`config.mk`:
```
export PLATFORM = sky130hd
export DESIGN_NAME = acpi_rsdp_locator_flat
export DESIGN_NICKNAME = d
export VERILOG_FILES = /design/src/hdl/arl_pkg.sv /design/src/hdl/arl_intf.sv /design/src/hdl/arl_in_reg.sv /design/src/hdl/arl_core.sv /design/src/hdl/arl_out_reg.sv /design/src/hdl/acpi_rsdp_locator.sv /design/src/flat_wrapper.sv
export SDC_FILE = /design/constraint.sdc
export NUM_CORES = 1
export LEC_CHECK = 0
export BUFFER_PORTS_ARGS = -buffer_cell sky130_fd_sc_hd__buf_4
export CAP_MARGIN = 20
export CELL_PAD_IN_SITES_DETAIL_PLACEMENT = 0
export CELL_PAD_IN_SITES_GLOBAL_PLACEMENT = 1
export CORE_MARGIN = 2
export CORE_UTILIZATION = 33
export DETAILED_ROUTE_END_ITERATION = 16
export PLACE_DENSITY = 0.6
export SYNTH_ARGS = -nofsm -noshare
export SYNTH_HDL_FRONTEND = slang
export SYNTH_HIERARCHICAL = 1
export SYNTH_SLANG_ARGS = --single-unit
```
`constraint.sdc`:
```
create_clock -name clk_i -period 5.9 [get_ports clk_i]
set_clock_uncertainty 0.15 [all_clocks]
set_input_delay 0.59 -clock clk_i [delete_from_list [all_inputs] [get_ports clk_i]]
set_output_delay 0.59 -clock clk_i [all_outputs]
set_load 0.02 [all_outputs]
```
`src/hdl/arl_pkg.sv`:
```
`default_nettype none
// ----------------------------------------------------------------------------
// arl_pkg
// Shared types and constants for the root pointer locator: word layouts,
// phase and status codes, table geometry and the default signature.
// ----------------------------------------------------------------------------
package arl_pkg;

  // table geometry
  localparam int unsigned SIG_BYTES  = 8;
  localparam int unsigned V1_LENGTH  = 20;
  localparam int unsigned V2_LENGTH  = 36;
  localparam int unsigned REV_OFFSET = 15;
  localparam int unsigned HIST_BYTES = SIG_BYTES - 1;

  localparam int unsigned ADDR_W = 20;
  localparam int unsigned OFFS_W = 6;
  localparam int unsigned CNT_W  = 3;
  localparam int unsigned SIG_W  = 8 * SIG_BYTES;
  localparam int unsigned HIST_W = 8 * HIST_BYTES;

  localparam logic [OFFS_W-1:0] OFFSET_MAX = '1;

  // revision byte codes
  localparam logic [7:0] REV_ACPI1 = 8'h00;
  localparam logic [7:0] REV_ACPI2 = 8'h02;

  // default signature "RSD PTR ", first byte in the low bits
  localparam logic [63:0] SIG_RESET = 64'h2052_5450_2044_5352;

  typedef enum logic [1:0] {
    PH_SEARCH  = 2'd0,
    PH_COLLECT = 2'd1,
    PH_DONE    = 2'd2
  } phase_e;

  typedef enum logic [2:0] {
    ST_VALID    = 3'd0,
    ST_BADSUM   = 3'd1,
    ST_BADREV   = 3'd2,
    ST_NOTFOUND = 3'd3,
    ST_TRUNC    = 3'd4
  } status_e;

  // one scanned byte with its markers
  typedef struct packed {
    logic [7:0]        data_byte;
    logic [ADDR_W-1:0] byte_addr;
    logic              scan_start;
    logic              region_first;
    logic              region_final;
    logic              scan_last;
  } item_t;

  // one report
  typedef struct packed {
    status_e           status;
    logic [ADDR_W-1:0] table_addr;
  } result_t;

  // word handed from the core to the result register
  typedef struct packed {
    logic    valid;
    result_t res;
  } report_t;

endpackage
`default_nettype wire

```
`src/hdl/arl_intf.sv`:
```
`default_nettype none
// ----------------------------------------------------------------------------
// arl channel interfaces
// Valid/ready channels for scanned bytes, reports and the signature register.
// ----------------------------------------------------------------------------

// scanned byte channel
interface arl_item_if;
  logic        valid;
  logic        ready;
  logic [7:0]  data_byte;
  logic [19:0] byte_addr;
  logic        scan_start;
  logic        region_first;
  logic        region_final;
  logic        scan_last;

  modport source (
    output valid, data_byte, byte_addr, scan_start, region_first,
           region_final, scan_last,
    input  ready
  );
  modport sink (
    input  valid, data_byte, byte_addr, scan_start, region_first,
           region_final, scan_last,
    output ready
  );
endinterface

// report channel
interface arl_result_if;
  logic        valid;
  logic        ready;
  logic [2:0]  status;
  logic [19:0] table_addr;

  modport source (output valid, status, table_addr, input ready);
  modport sink   (input valid, status, table_addr, output ready);
endinterface

// signature register write channel
interface arl_cfg_if;
  logic        valid;
  logic        ready;
  logic [63:0] data;

  modport source (output valid, data, input ready);
  modport sink   (input valid, data, output ready);
endinterface
`default_nettype wire

```
`src/hdl/arl_in_reg.sv`:
```
`default_nettype none
// ----------------------------------------------------------------------------
// arl_in_reg
// Input register: holds one accepted word and hands it to the core when the
// result register can take whatever it produces.
// ----------------------------------------------------------------------------
module arl_in_reg import arl_pkg::*; (
  input  logic  clk_i,
  input  logic  rst_ni,
  input  logic  in_valid_i,
  output logic  in_ready_o,
  input  item_t in_item_i,
  input  logic  out_free_i,
  output logic  fire_o,
  output item_t item_o
);

  logic  valid_q;
  item_t item_q;

  // word moves on when the result side has room
  assign fire_o     = valid_q & out_free_i;
  assign in_ready_o = ~valid_q | out_free_i;
  assign item_o     = item_q;

  // occupancy flag
  always_ff @(posedge clk_i or negedge rst_ni) begin
    if (!rst_ni) begin
      valid_q <= 1'b0;
    end else if (in_ready_o) begin
      valid_q <= in_valid_i;
    end
  end

  // payload, no reset needed
  always_ff @(posedge clk_i) begin
    if (in_valid_i && in_ready_o) begin
      item_q <= in_item_i;
    end
  end

endmodule
`default_nettype wire

```
`src/hdl/arl_core.sv`:
```
`default_nettype none
// ----------------------------------------------------------------------------
// arl_core
// Signature match against the byte history, table gathering with the two
// checksums and revision capture, and the verdict for each scan.
// ----------------------------------------------------------------------------
module arl_core import arl_pkg::*; (
  input  logic             clk_i,
  input  logic             rst_ni,
  input  logic             fire_i,
  input  item_t            item_i,
  input  logic [SIG_W-1:0] sig_i,
  output report_t          report_o
);

  phase_e            phase_q, phase_d;
  logic [HIST_W-1:0] hist_q, hist_d;
  logic [CNT_W-1:0]  cnt_q, cnt_d;
  logic [ADDR_W-1:0] maddr_q, maddr_d;
  logic [OFFS_W-1:0] offs_q, offs_d;
  logic [7:0]        sum1_q, sum1_d;
  logic [7:0]        sum2_q, sum2_d;
  logic [7:0]        rev_q, rev_d;

  // working copies after the restart and region markers
  phase_e            ph;
  logic [HIST_W-1:0] hist;
  logic [CNT_W-1:0]  cnt;
  logic [ADDR_W-1:0] maddr;
  logic [OFFS_W-1:0] offs;
  logic [7:0]        sum1, sum2, rev;
  logic [SIG_W-1:0]  window;
  logic              sig_eq, hit;
  logic [7:0]        sig_sum;
  logic              judged;
  status_e           verdict;

  always_comb begin
    ph    = item_i.scan_start ? PH_SEARCH : phase_q;
    maddr = item_i.scan_start ? '0 : maddr_q;
    offs  = item_i.scan_start ? '0 : offs_q;
    sum1  = item_i.scan_start ? '0 : sum1_q;
    sum2  = item_i.scan_start ? '0 : sum2_q;
    rev   = item_i.scan_start ? '0 : rev_q;
    hist  = (item_i.scan_start | item_i.region_first) ? '0 : hist_q;
    cnt   = (item_i.scan_start | item_i.region_first) ? '0 : cnt_q;
  end

  // compare window, newest byte lowest, against the reversed signature
  assign window = {hist, item_i.data_byte};

  always_comb begin
    sig_eq = 1'b1;
    for (int j = 0; j < SIG_BYTES; j++) begin
      if (window[8*j +: 8] != sig_i[8*(SIG_BYTES-1-j) +: 8]) begin
        sig_eq = 1'b0;
      end
    end
  end

  assign hit = (ph == PH_SEARCH) && !item_i.region_final &&
               (cnt == CNT_W'(HIST_BYTES)) && sig_eq;

  // checksum contribution of the signature bytes themselves
  always_comb begin
    sig_sum = '0;
    for (int j = 0; j < SIG_BYTES; j++) begin
      sig_sum = sig_sum + sig_i[8*j +: 8];
    end
  end

  // next state and verdict
  always_comb begin
    phase_d = ph;
    maddr_d = maddr;
    offs_d  = offs;
    sum1_d  = sum1;
    sum2_d  = sum2;
    rev_d   = rev;
    judged  = 1'b0;
    verdict = ST_VALID;
    report_o.valid          = 1'b0;
    report_o.res.status     = ST_VALID;
    report_o.res.table_addr = '0;

    // history shifts on every word
    hist_d = {hist[HIST_W-9:0], item_i.data_byte};
    cnt_d  = (cnt == CNT_W'(HIST_BYTES)) ? cnt : cnt + 1'b1;

    case (ph)
      PH_SEARCH: begin
        if (hit) begin
          // signature bytes open the table; the revision byte is past them
          phase_d = PH_COLLECT;
          maddr_d = item_i.byte_addr - ADDR_W'(SIG_BYTES - 1);
          offs_d  = OFFS_W'(SIG_BYTES);
          sum1_d  = sum1 + sig_sum;
          if (item_i.scan_last) begin
            phase_d = PH_DONE;
            report_o.valid          = 1'b1;
            report_o.res.status     = ST_TRUNC;
            report_o.res.table_addr = maddr_d;
          end
        end else if (item_i.scan_last) begin
          phase_d = PH_DONE;
          report_o.valid          = 1'b1;
          report_o.res.status     = ST_NOTFOUND;
          report_o.res.table_addr = '0;
        end
      end
      PH_COLLECT: begin
        // gather one table byte
        if (offs < OFFS_W'(V1_LENGTH)) begin
          sum1_d = sum1 + item_i.data_byte;
        end else if (offs < OFFS_W'(V2_LENGTH)) begin
          sum2_d = sum2 + item_i.data_byte;
        end
        if (offs == OFFS_W'(REV_OFFSET)) begin
          rev_d = item_i.data_byte;
        end
        if (offs != OFFSET_MAX) begin
          offs_d = offs + 1'b1;
        end

        // judge on the updated counts
        if (offs_d >= OFFS_W'(REV_OFFSET + 1)) begin
          if (rev_d == REV_ACPI1) begin
            if (offs_d >= OFFS_W'(V1_LENGTH)) begin
              judged  = 1'b1;
              verdict = (sum1_d == '0) ? ST_VALID : ST_BADSUM;
            end
          end else if (rev_d == REV_ACPI2) begin
            if (offs_d >= OFFS_W'(V2_LENGTH)) begin
              judged  = 1'b1;
              verdict = (sum1_d == '0 && sum2_d == '0) ? ST_VALID : ST_BADSUM;
            end
          end else begin
            judged  = 1'b1;
            verdict = ST_BADREV;
          end
        end

        if (!judged && (item_i.region_final || item_i.scan_last)) begin
          judged  = 1'b1;
          verdict = ST_TRUNC;
        end
        if (judged) begin
          phase_d = PH_DONE;
          report_o.valid          = 1'b1;
          report_o.res.status     = verdict;
          report_o.res.table_addr = maddr;
        end
      end
      default: begin
        // done: wait for the next scan
        phase_d = ph;
      end
    endcase

    report_o.valid = report_o.valid & fire_i;
  end

  // state registers
  always_ff @(posedge clk_i or negedge rst_ni) begin
    if (!rst_ni) begin
      phase_q <= PH_SEARCH;
      hist_q  <= '0;
      cnt_q   <= '0;
      maddr_q <= '0;
      offs_q  <= '0;
      sum1_q  <= '0;
      sum2_q  <= '0;
      rev_q   <= '0;
    end else if (fire_i) begin
      phase_q <= phase_d;
      hist_q  <= hist_d;
      cnt_q   <= cnt_d;
      maddr_q <= maddr_d;
      offs_q  <= offs_d;
      sum1_q  <= sum1_d;
      sum2_q  <= sum2_d;
      rev_q   <= rev_d;
    end
  end

endmodule
`default_nettype wire

```
`src/hdl/arl_out_reg.sv`:
```
`default_nettype none
// ----------------------------------------------------------------------------
// arl_out_reg
// Result register: holds one report until the sink takes it.
// ----------------------------------------------------------------------------
module arl_out_reg import arl_pkg::*; (
  input  logic    clk_i,
  input  logic    rst_ni,
  input  report_t report_i,
  output logic    free_o,
  output logic    valid_o,
  input  logic    ready_i,
  output result_t res_o
);

  logic    valid_q;
  result_t res_q;

  // room when empty or being emptied this cycle
  assign free_o  = ~valid_q | ready_i;
  assign valid_o = valid_q;
  assign res_o   = res_q;

  always_ff @(posedge clk_i or negedge rst_ni) begin
    if (!rst_ni) begin
      valid_q <= 1'b0;
    end else if (free_o) begin
      valid_q <= report_i.valid;
    end
  end

  // report payload
  always_ff @(posedge clk_i) begin
    if (free_o && report_i.valid) begin
      res_q <= report_i.res;
    end
  end

endmodule
`default_nettype wire

```
`src/hdl/acpi_rsdp_locator.sv`:
```
`default_nettype none
// ----------------------------------------------------------------------------
// acpi_rsdp_locator
// Finds the root system description pointer in a byte scan and checks it.
// ----------------------------------------------------------------------------
// Takes one scanned byte per cycle, with no gaps of its own, while the result
// register has room. Each word is registered at the input, passes once
// through the match, checksum and verdict logic, and the report lands in a
// result register. While a report sits in that register and the sink does
// not take it, the input register cannot hand on its word, so the input
// stalls until the report is taken.
// At most one report per scan: status and table start address, or not found
// with address zero.
// The signature register is written through the configuration channel,
// which is always ready, and resets to "RSD PTR ".
module acpi_rsdp_locator import arl_pkg::*; (
  input  logic clk_i,
  input  logic rst_ni,
  arl_item_if.sink     in_i,
  arl_result_if.source res_o,
  arl_cfg_if.sink      cfg_i
);

  logic             [SIG_W-1:0] sig_q;
  item_t            in_item;
  item_t            cur_item;
  logic             fire;
  logic             out_free;
  report_t          report;
  result_t          res;

  // signature register
  assign cfg_i.ready = 1'b1;

  always_ff @(posedge clk_i or negedge rst_ni) begin
    if (!rst_ni) begin
      sig_q <= SIG_RESET;
    end else if (cfg_i.valid && cfg_i.ready) begin
      sig_q <= cfg_i.data;
    end
  end

  // pack incoming word
  assign in_item.data_byte    = in_i.data_byte;
  assign in_item.byte_addr    = in_i.byte_addr;
  assign in_item.scan_start   = in_i.scan_start;
  assign in_item.region_first = in_i.region_first;
  assign in_item.region_final = in_i.region_final;
  assign in_item.scan_last    = in_i.scan_last;

  arl_in_reg u_in_reg (
    .clk_i      (clk_i),
    .rst_ni     (rst_ni),
    .in_valid_i (in_i.valid),
    .in_ready_o (in_i.ready),
    .in_item_i  (in_item),
    .out_free_i (out_free),
    .fire_o     (fire),
    .item_o     (cur_item)
  );

  arl_core u_core (
    .clk_i    (clk_i),
    .rst_ni   (rst_ni),
    .fire_i   (fire),
    .item_i   (cur_item),
    .sig_i    (sig_q),
    .report_o (report)
  );

  arl_out_reg u_out_reg (
    .clk_i    (clk_i),
    .rst_ni   (rst_ni),
    .report_i (report),
    .free_o   (out_free),
    .valid_o  (res_o.valid),
    .ready_i  (res_o.ready),
    .res_o    (res)
  );

  // unpack report
  assign res_o.status     = res.status;
  assign res_o.table_addr = res.table_addr;

endmodule
`default_nettype wire
```
`src/flat_wrapper.sv`:
```
// flat-port wrapper written by rule: the top's interface ports become plain ports
module acpi_rsdp_locator_flat import arl_pkg::*;
  (clk_i, rst_ni, in_i_valid, in_i_data_byte, in_i_byte_addr, in_i_scan_start, in_i_region_first, in_i_region_final, in_i_scan_last, in_i_ready, res_o_valid, res_o_status, res_o_table_addr, res_o_ready, cfg_i_valid, cfg_i_data, cfg_i_ready);
  arl_item_if in_i_i ();
  arl_result_if res_o_i ();
  arl_cfg_if cfg_i_i ();
  input  logic clk_i;
  input  logic rst_ni;
  input wire logic [$bits(in_i_i.valid)-1:0] in_i_valid;
  input wire logic [$bits(in_i_i.data_byte)-1:0] in_i_data_byte;
  input wire logic [$bits(in_i_i.byte_addr)-1:0] in_i_byte_addr;
  input wire logic [$bits(in_i_i.scan_start)-1:0] in_i_scan_start;
  input wire logic [$bits(in_i_i.region_first)-1:0] in_i_region_first;
  input wire logic [$bits(in_i_i.region_final)-1:0] in_i_region_final;
  input wire logic [$bits(in_i_i.scan_last)-1:0] in_i_scan_last;
  output wire logic [$bits(in_i_i.ready)-1:0] in_i_ready;
  output wire logic [$bits(res_o_i.valid)-1:0] res_o_valid;
  output wire logic [$bits(res_o_i.status)-1:0] res_o_status;
  output wire logic [$bits(res_o_i.table_addr)-1:0] res_o_table_addr;
  input wire logic [$bits(res_o_i.ready)-1:0] res_o_ready;
  input wire logic [$bits(cfg_i_i.valid)-1:0] cfg_i_valid;
  input wire logic [$bits(cfg_i_i.data)-1:0] cfg_i_data;
  output wire logic [$bits(cfg_i_i.ready)-1:0] cfg_i_ready;
  assign in_i_i.valid = in_i_valid;
  assign in_i_i.data_byte = in_i_data_byte;
  assign in_i_i.byte_addr = in_i_byte_addr;
  assign in_i_i.scan_start = in_i_scan_start;
  assign in_i_i.region_first = in_i_region_first;
  assign in_i_i.region_final = in_i_region_final;
  assign in_i_i.scan_last = in_i_scan_last;
  assign in_i_ready = in_i_i.ready;
  assign res_o_valid = res_o_i.valid;
  assign res_o_status = res_o_i.status;
  assign res_o_table_addr = res_o_i.table_addr;
  assign res_o_i.ready = res_o_ready;
  assign cfg_i_i.valid = cfg_i_valid;
  assign cfg_i_i.data = cfg_i_data;
  assign cfg_i_ready = cfg_i_i.ready;
  acpi_rsdp_locator u_core (.clk_i(clk_i), .rst_ni(rst_ni), .in_i(in_i_i), .res_o(res_o_i), .cfg_i(cfg_i_i));
endmodule
```
==> flow_metrics.tcl, run 1 <==
set metrics [dict create \
    status "finished, final reports clean" \
    die_y_microns 207 \
    fp.dieW_microns 207 \
    antenna_found_initial 0 \
    port_buffers 125 \
    finalSetupViolations 0 \
    drc_errors 0 \
    rrSetupSlack_ns 0.96 \
    drt-total-wl_microns 38600 \
    cp-end-kind "flop" \
    worstSetupPathType "flop to flop" \
    clock.fmax_mhz 202 \
    vias 10100 \
    hold_viol_final 0 \
    rsz0062_at_grt "false" \
    ys.flop_type "dfrtp_1" \
    crit_chain "nor2b_1, fa_1, fa_1, fa_1, inv_1, fa_1, inv_1, ha_1, a21o_1, a21oi_1, o21bai_1, a21oi_1, xnor2_1, o211ai_1, o21ai_1" \
    core_sq_mm 0.0407 \
    viasPerCell 5.15 \
    min_to "u_core/u_in_reg/item_o[10]" \
    multiInputGateArea_sq_mm 0.00663 \
    combPwrFrac_pct 31.2 \
    ys_warn_count 6 \
    seq_area_frac_synth_pct 44.9 \
    std_cell_rows 74 \
    synth.area.top_cells "dfrtp_1 (29%), edfxtp_1 (12%), fa_1 (6.8%)" \
    ys_seq_elements 232 \
    synthesis.nets 1463 \
    required_ns 6.24 \
    p_sw_mw 1.79 \
    crit_path_top_delay_cell "edfxtp_1" \
    boundaryPins 127 \
    pwr_density_cell_mw_per_mm2 345 \
    grt_pass1_wl_microns 60600 \
    area_delta_synth_final_pct 17.2 \
    maxCapViolCount 0 \
    dieArea_sq_mm 0.0429 \
    tns_ns 0 \
    cts_tree "yes" \
    fin_util_pct 39.1 \
    timing.rr.start "u_core/u_in_reg/item_o[3]" \
    hold_path.class "primary input to flop" \
    pwr-share-seq_pct 35.9 \
    synth_area_sq_mm 0.0136 \
    p_clk_share_pct 32.9 \
    min_from "in_i_byte_addr[6]" \
    clk_latency_ns 0.57 \
    postCtsResizedCells 0 \
    root_buffer "clkbuf_16" \
    drive_gt1_share_pct 21.2 \
    async_flop_share_pct 76.3 \
    crit-reg2reg-capture "u_core/u_core/sum1_q[7]" \
    worst-r2r-cell-count 15 \
    clockBufferDepth 3 \
    initialDrtViolationCount 724 \
    finalCritPeriodShare_pct 83.8 \
    seq_area_sq_mm 0.00610 \
    cp-start-kind "flop" \
    grtUsageTotal_pct 18.0 \
    slew_headroom_pct 31.5 \
    synth_edf_count 55 \
    avgSynthCellArea_sq_um 10.5 \
    worstMarginPinSlew_ns 1.03 \
    clock-sinks 232 \
    path_clk_slew_ns 0.06 \
    timing.critical_path.mode_cell "fa_1" \
    cts_buffers 29 \
    min_period_ns 4.94 \
    overflow 0 \
    ant_nets 0 \
    grt_pass1_vias 10100 \
    p_sw_share_pct 32.7 \
    holdPathStages 1 \
    num_antenna_cells 0 \
    place_congestion 0.847 \
    dr.pass1.iters 7 \
    leakage_nw 6.69 \
    h-tree-depth 1 \
    slew_viol_final 0 \
    internal_power_mw 3.70 \
    yosys.area.top_type "dfrtp_1" \
    initial_core_util_pct 33.4 \
    max_stage_delay_ns 0.62 \
    hpwlAfterDp_microns 28400 \
    post_drt_wl_per_cell_microns 19.8 \
    worstPathArrival_ns 5.28 \
    holdWs_ns 0.0433 \
    synth_top_cell_area_share_pct 29.1 \
    nNetsFinal 1570 \
    grt_max_degree 83 \
    synth_cells 1293 \
    crit_fanout 12 \
    vdd_drop_max_mv 0.199 \
    yosysUniqueCellTypes 75 \
    fillerInstances 4071 \
]
state kept, by name, indices dropped and copies added (netlist names):
| signal | count |
|---|---|
| u_core/u_core/sum1_q | 8 |
| u_core/u_out_reg/res_o | 23 |
| u_core/u_in_reg/item_o | 32 |
| u_core/u_out_reg/valid_o | 1 |
| u_core/u_core/rev_q | 8 |
| u_core/u_core/cnt_q | 3 |
| u_core/u_core/phase_q | 2 |
| u_core/sig_q | 64 |
| u_core/u_core/hist_q | 56 |
| u_core/u_core/sum2_q | 8 |
| u_core/u_in_reg/valid_q | 1 |
| u_core/u_core/maddr_q | 20 |
| u_core/u_core/offs_q | 6 |
worst max-delay path: cells and delay by family (launching register included):
family          cells  cell delay (ns)
buf+inv             2             0.11
flops               1             0.62
simple gates        1             0.57
xor+xnor            1             0.14
compound gates      6             0.91
fa+ha+maj           5             2.37
placed cells by master (no fill, tap or decap), types with 53 or more instances in the layout:
cell,netlist,final
nand2_1,93,93
dfrtp_1,158,158
buf_4,2,136
o21ai_0,100,100
nor2_1,62,62
nand3_1,64,64
edfxtp_1,55,55
xnor2_1,55,55
mux2_4,60,60
inv_1,133,133
a21oi_1,53,53
power by group through the flow:
stage               Combinational [mW]  Clock [mW]  Sequential (mW)
global route                      1.95        1.93             2.00
finish                            1.71        1.81             1.97
global placement                  1.72           0             2.00
CTS                               1.74        1.86             1.98
floorplan                         1.34           0             1.93
detailed placement                1.73           0             2.00
Yosys cell counts (12+ instances only):
cell / instances
dfstp_2: 19
clkbuf_1: 31
a22oi_1: 13
nand2_1: 93
o22ai_1: 19
fa_1: 46
mux2_2: 15
nor4_1: 12
nand3_1: 64
ha_1: 23
inv_1: 133
xnor2_1: 55
a21oi_1: 53
nor2_1: 62
nor2b_1: 13
nor3_1: 22
dfrtp_1: 158
o21ai_0: 100
mux2_4: 60
xor2_1: 16
edfxtp_1: 55
o21ai_2: 16
a31oi_1: 16
per-stage QoR:
stage               setup WS, ns  total power, mW  cells  area [sq um]
CTS                        0.915             5.58   1955         15900
detailed placement         0.944             3.73   1900         15000
global placement            1.02             3.72   1900         15000
finish                     0.957             5.49   1955         15900
global route               0.603             5.88   1955         15900
floorplan                   1.28             3.27   1293         13600
kinds of logic after synthesis:
kind of cell    count (synthesis)  share of synthesized area (%)
fa+ha+maj                      71                           9.03
simple gates                  333                           12.3
flops                         232                           44.9
compound gates                308                           14.4
buf+inv                       196                           6.49
xor+xnor                       71                           4.57
mux                            81                           8.31
other cells                     1                         0.0276
how the worst max path moves through the flow:
stage                               from                 endpoint  depth (start not counted)
6_report       u_core/u_in_reg/item_o[3]  u_core/u_core/sum1_q[7]                         15
3_5_place_dp   u_core/u_in_reg/item_o[3]  u_core/u_core/sum1_q[7]                         15
5_1_grt        u_core/u_in_reg/item_o[3]  u_core/u_core/sum1_q[7]                         15
2_1_floorplan  u_core/u_in_reg/item_o[3]  u_core/u_core/sum1_q[7]                         18
3_3_place_gp   u_core/u_in_reg/item_o[3]  u_core/u_core/sum1_q[7]                         15
4_1_cts        u_core/u_in_reg/item_o[3]  u_core/u_core/sum1_q[7]                         15
cell type report:
class / instances / area share (%)
inverter: 133 / 3.13
tap: 532 / 4.18
clock buffer: 42 / 5.17
sequential: 232 / 38.3
clock inverter: 12 / 0.958
timing repair buffer: 139 / 6.68
multi-input combinational: 865 / 41.6
per-layer routing:
metal / global-route usage (%) / vias to the layer above / routed length (microns)
met5: 0 / - / 0
met4: 4.43 / 0 / 927
met3: 3.17 / 52 / 1980
met2: 29.0 / 249 / 18000
met1: 25.2 / 5007 / 17700
li1: - / 4759 / -
timing repair:
item | in CTS | in global routing
hold buffers | 1 | 0
buffers inserted | 0 | 0
hold endpoints to repair | 37 | 0
(Power assumes the default switching activity.)
==> run 2: changes to the inputs <==
clock period = 4.9 ns   (was 5.9 ns; I/O delays follow)
==> flow_metrics.tcl, run 2 (synthesized netlist as in run 1, its figures left out) <==
set metrics [dict create \
    antenna_found_initial 0 \
    viasPerCell 5.04 \
    largest_reg_flops 64 \
    grt_max_degree 108 \
    rrSetupSlack_ns 0.40 \
    holdWs_ns 0.0408 \
    grtUsageTotal_pct 18.7 \
    post_cts_buffers 0 \
    multiInputGateArea_sq_mm 0.00663 \
    fillerInstances 3951 \
    worstMarginPinSlew_ns 0.984 \
    required_ns 5.25 \
    leakage_nw 7.15 \
    pwr_density_cell_mw_per_mm2 395 \
    initialDrtViolationCount 674 \
    final_cell_mix "dfrtp_1 (158), buf_4 (147), inv_1 (133), o21ai_0 (100)" \
    nNetsFinal 1674 \
    hold_path.class "primary input to flop" \
    regMostFlops "u_core/sig_q" \
    vdd_drop_max_mv 0.247 \
    boundaryPins 127 \
    final_common_cell "dfrtp_1" \
    slew_viol_final 0 \
    p_clk_share_pct 32.6 \
    slew_headroom_pct 34.4 \
    finalCritPeriodShare_pct 91.8 \
    crit_fanout 7 \
    fp.dieW_microns 207 \
    dp_slack_ns 0.337 \
    num_antenna_cells 0 \
    drc_errors 0 \
    hpwlAfterDp_microns 28800 \
    vias 10400 \
    rsz0062_at_grt "false" \
    drt-total-wl_microns 40000 \
    grt_pass1_vias 10600 \
    internal_power_mw 4.50 \
    seq_area_sq_mm 0.00610 \
    cts_buffers 29 \
    ant_nets 0 \
    maxCapViolCount 0 \
    dieArea_sq_mm 0.0429 \
    cp-end-kind "flop" \
    die_y_microns 207 \
    finalSetupViolations 0 \
    pwr-share-seq_pct 35.3 \
    std_cell_rows 74 \
    hold_buffers 93 \
    tns_ns 0 \
    drive_gt1_share_pct 20.6 \
    cp-start-kind "flop" \
    clock.fmax_mhz 222 \
    core_sq_mm 0.0407 \
    postCtsResizedCells 0 \
    overflow 0 \
    root_buffer "clkbuf_16" \
    path_clk_slew_ns 0.06 \
    port_buffers 125 \
    min_period_ns 4.50 \
    clockBufferDepth 3 \
    clock-sinks 232 \
    worstPathArrival_ns 4.85 \
    p_sw_mw 2.20 \
    total_power_mw 6.70 \
    combPwrFrac_pct 32.2 \
    clk_latency_ns 0.59 \
    post_drt_wl_per_cell_microns 19.4 \
    dr.pass1.iters 5 \
    h-tree-depth 1 \
    hold_viol_final 0 \
    p_sw_share_pct 32.9 \
    cts_tree "yes" \
    worstSetupPathType "flop to flop" \
    place_congestion 0.855 \
    initial_core_util_pct 33.4 \
    status "finished, final reports clean" \
    area_delta_synth_final_pct 24.7 \
    worst_slack_ns 0.402 \
    grt_pass1_wl_microns 62700 \
]
==> run 2: metrics by stage <==
step                      cell area [sq um]  utilization [%]  instances
after CTS                             17000             41.6       2059
after global routing                  17000             41.6       2059
after floorplan                       13600                -       1293
after detailed placement              15100             37.0       1912
after global placement                15100             37.0       1912
final                                 17000             41.6       2059
==> run 2: worst max-delay path, cell delays in order (launching register included) <==
cell and delay (ns):
edfxtp_1 0.49, nor2b_1 0.29, fa_1 0.49, fa_1 0.49, fa_1 0.49, inv_1 0.05
fa_1 0.59, inv_1 0.06, ha_1 0.28, a21o_1 0.16, a21oi_1 0.24, o21bai_1 0.09
a21oi_1 0.18, xnor2_1 0.14, o211ai_1 0.10, o21ai_1 0.16
==> run 2: layer usage <==
metal	vias to the layer above	wire length (microns)	GRT usage, %
li1	4969	-	-
met1	5136	18800	26.7
met4	0	961	4.68
met3	48	1510	2.44
met5	-	0	0
met2	217	18700	29.9
==> run 2: worst paths after layout <==
path / start / end / cells after the start
worst max-delay path: u_core/u_in_reg/item_o[3] / u_core/u_core/sum1_q[7] / 15
worst min-delay path: cfg_i_data[56] / u_core/sig_q[56] / 2
worst max register to register: u_core/u_in_reg/item_o[3] / u_core/u_core/sum1_q[7] / 15
worst min register to register: u_core/u_core/maddr_q[12] / u_core/u_core/maddr_q[12] / 2
max in group asynchronous: rst_ni / u_core/sig_q[6] / 3
min in group asynchronous: rst_ni / u_core/sig_q[13] / 2
==> run 2: power groups by stage <==
stage,Sequential (mW),Combinational [mW],Clock [mW]
after floorplan,2.33,1.61,0
after global placement,2.40,2.11,0
after detailed placement,2.40,2.11,0
after CTS,2.37,2.19,2.24
after global routing,2.39,2.45,2.33
final,2.36,2.15,2.18
==> run 2: final cells by class <==
class / count / share of cell area, %
Sequential cell: 232 / 36.0
Clock inverter: 5 / 0.398
Timing Repair Buffer: 243 / 12.3
Inverter: 133 / 2.94
Clock buffer: 49 / 5.37
Tap cell: 532 / 3.92
Multi-Input combinational cell: 865 / 39.1
==> run 3: changes to the inputs <==
clock period = 4.17 ns   (was 4.9 ns; I/O delays follow)
==> flow_metrics.tcl, run 3 (synthesized netlist as in run 1, its figures left out) <==
set metrics [dict create \
    status "finished, final reports clean" \
    regMostFlops "u_core/sig_q" \
    core_sq_mm 0.0407 \
    pwr-share-seq_pct 31.5 \
    crit_path_top_delay_cell "fa_1" \
    max_stage_delay_ns 0.48 \
    placed_cell_area_sq_mm 0.0156 \
    p_sw_mw 2.80 \
    place_congestion 0.885 \
    antenna_found_initial 0 \
    grt_pass1_vias 10900 \
    grt_max_degree 77 \
    crit_chain "buf_6, nor2b_4, fa_2, fa_1, fa_1, inv_1, fa_1, inv_2, ha_4, inv_2, fa_2, inv_2, a21o_1, a21oi_2, xor2_1, nor2_1, a21oi_1, o21ai_1" \
    worstSetupPathType "flop to flop" \
    crit_fanout 7 \
    port_buffers 125 \
    final_cell_mix "buf_4 (210), dfrtp_1 (158), inv_1 (130), dlygate4sd3_1 (99), o21ai_0 (98)" \
    std_cell_rows 74 \
    die_y_microns 207 \
    cts_tree "yes" \
    combPwrFrac_pct 37.0 \
    finalCritPeriodShare_pct 100 \
    vdd_drop_max_mv 0.330 \
    rsz0062_at_grt "true" \
    post_drt_wl_per_cell_microns 19.3 \
    fp.dieW_microns 207 \
    dieArea_sq_mm 0.0429 \
    root_buffer "clkbuf_16" \
    p_sw_share_pct 32.4 \
    initialDrtViolationCount 660 \
    h-tree-depth 1 \
    viasPerCell 5.02 \
    slew_headroom_pct 44.5 \
    leakage_nw 7.54 \
    area_delta_synth_final_pct 30.4 \
    cp-end-kind "flop" \
    worstPathArrival_ns 4.45 \
    clock-sinks 232 \
    min_period_ns 4.17 \
    instances_no_fill 2134 \
    path_clk_slew_ns 0.06 \
    final_common_cell "buf_4" \
    hold_path.class "primary input to async pin" \
    vias 10700 \
    overflow 0 \
    initial_core_util_pct 33.4 \
    fillerInstances 3981 \
    required_ns 4.45 \
    nNetsFinal 1748 \
    cp-start-kind "flop" \
    grtUsageTotal_pct 19.2 \
    slew_viol_final 0 \
    hold_viol_final 0 \
    worstMarginPinSlew_ns 0.833 \
    ant_nets 0 \
    final_cell_area_sq_mm 0.0177 \
    largest_reg_flops 64 \
    finalSetupViolations 0 \
    hpwlAfterDp_microns 30200 \
    worst_slack_ns 0.000193 \
    boundaryPins 127 \
    internal_power_mw 5.84 \
    clockBufferDepth 3 \
    num_antenna_cells 0 \
    placedCellCount 1975 \
    cts_buffers 30 \
    drt-total-wl_microns 41200 \
    dr.pass1.iters 5 \
    p_clk_share_pct 31.5 \
    clk_latency_ns 0.59 \
    crit_buf_inv 5 \
    maxCapViolCount 0 \
    clock.fmax_mhz 240 \
    drc_errors 0 \
    grt_pass1_wl_microns 64400 \
    dp_slack_ns -0.0519 \
    pwr_density_cell_mw_per_mm2 487 \
    drive_gt1_share_pct 25.3 \
    crit_family "adder cells" \
]
==> run 3: routing by layer <==
metal	vias up	track usage (%)	wire, microns
li1	5118	-	-
met1	5289	27.1	19300
met2	243	30.9	18900
met3	60	2.67	1650
met4	0	5.54	1270
met5	-	0	0
==> run 3: final cells by class <==
type | instances | area, sq um | area share, %
repair buffers | 316 | 2670 | 15.0
well taps | 532 | 666 | 3.75
inverters | 133 | 499 | 2.82
clock inverters | 13 | 198 | 1.11
multi-input cells | 865 | 6750 | 38.1
clock buffers | 43 | 850 | 4.79
flip-flops and latches | 232 | 6100 | 34.4
==> run 3: path summary, 6_finish.rpt <==
| kind | startpoint | end | slack [ns] | cells after the start |
|---|---|---|---|---|
| setup / recovery | u_core/u_in_reg/item_o[3] | u_core/u_core/sum1_q[6] | 0.0002 | 18 |
| hold / removal | rst_ni | u_core/u_core/hist_q[19] | 0.30 | 2 |
| setup reg to reg | u_core/u_in_reg/item_o[3] | u_core/u_core/sum1_q[6] | 0.0002 | 18 |
| hold reg to reg | u_core/u_core/maddr_q[12] | u_core/u_core/maddr_q[12] | 0.33 | 2 |
| max in group asynchronous | rst_ni | u_core/u_core/hist_q[34] | 2.55 | 3 |
| min in group clk_i | cfg_i_valid | u_core/sig_q[46] | 0.30 | 2 |
==> run 3: repair_timing <==
action | in CTS | in global routing
endpoints found under the hold margin | 168 | 0
hold buffers | 99 | 0
gates resized for setup | 9 | 17
setup buffers | 1 | 3
setup endpoints to repair | 11 | 20
pin swaps | 13 | 24
==> run 3: stage by stage <==
stage	power [mW]	util (%)	setup TNS [ns]	hold WS, ns
2_1_floorplan	4.69	-	-0.200	-0.0286
3_3_place_gp	5.59	38.2	-0.0142	0.310
3_5_place_dp	5.60	38.2	-0.113	0.314
4_1_cts	8.51	43.3	-0.0314	0.280
5_1_grt	9.22	43.5	-0.452	0.299
6_report	8.64	43.5	0	0.299
==> run 3: power groups by stage <==
| stage | logic, mW | registers (mW) | clock network [mW] |
|---|---|---|---|
| after floorplan | 1.96 | 2.73 | 0 |
| after global placement | 2.82 | 2.76 | 0 |
| after detailed placement | 2.83 | 2.77 | 0 |
| after CTS | 2.99 | 2.73 | 2.80 |
| after global routing | 3.57 | 2.75 | 2.90 |
| final | 3.19 | 2.72 | 2.72 |
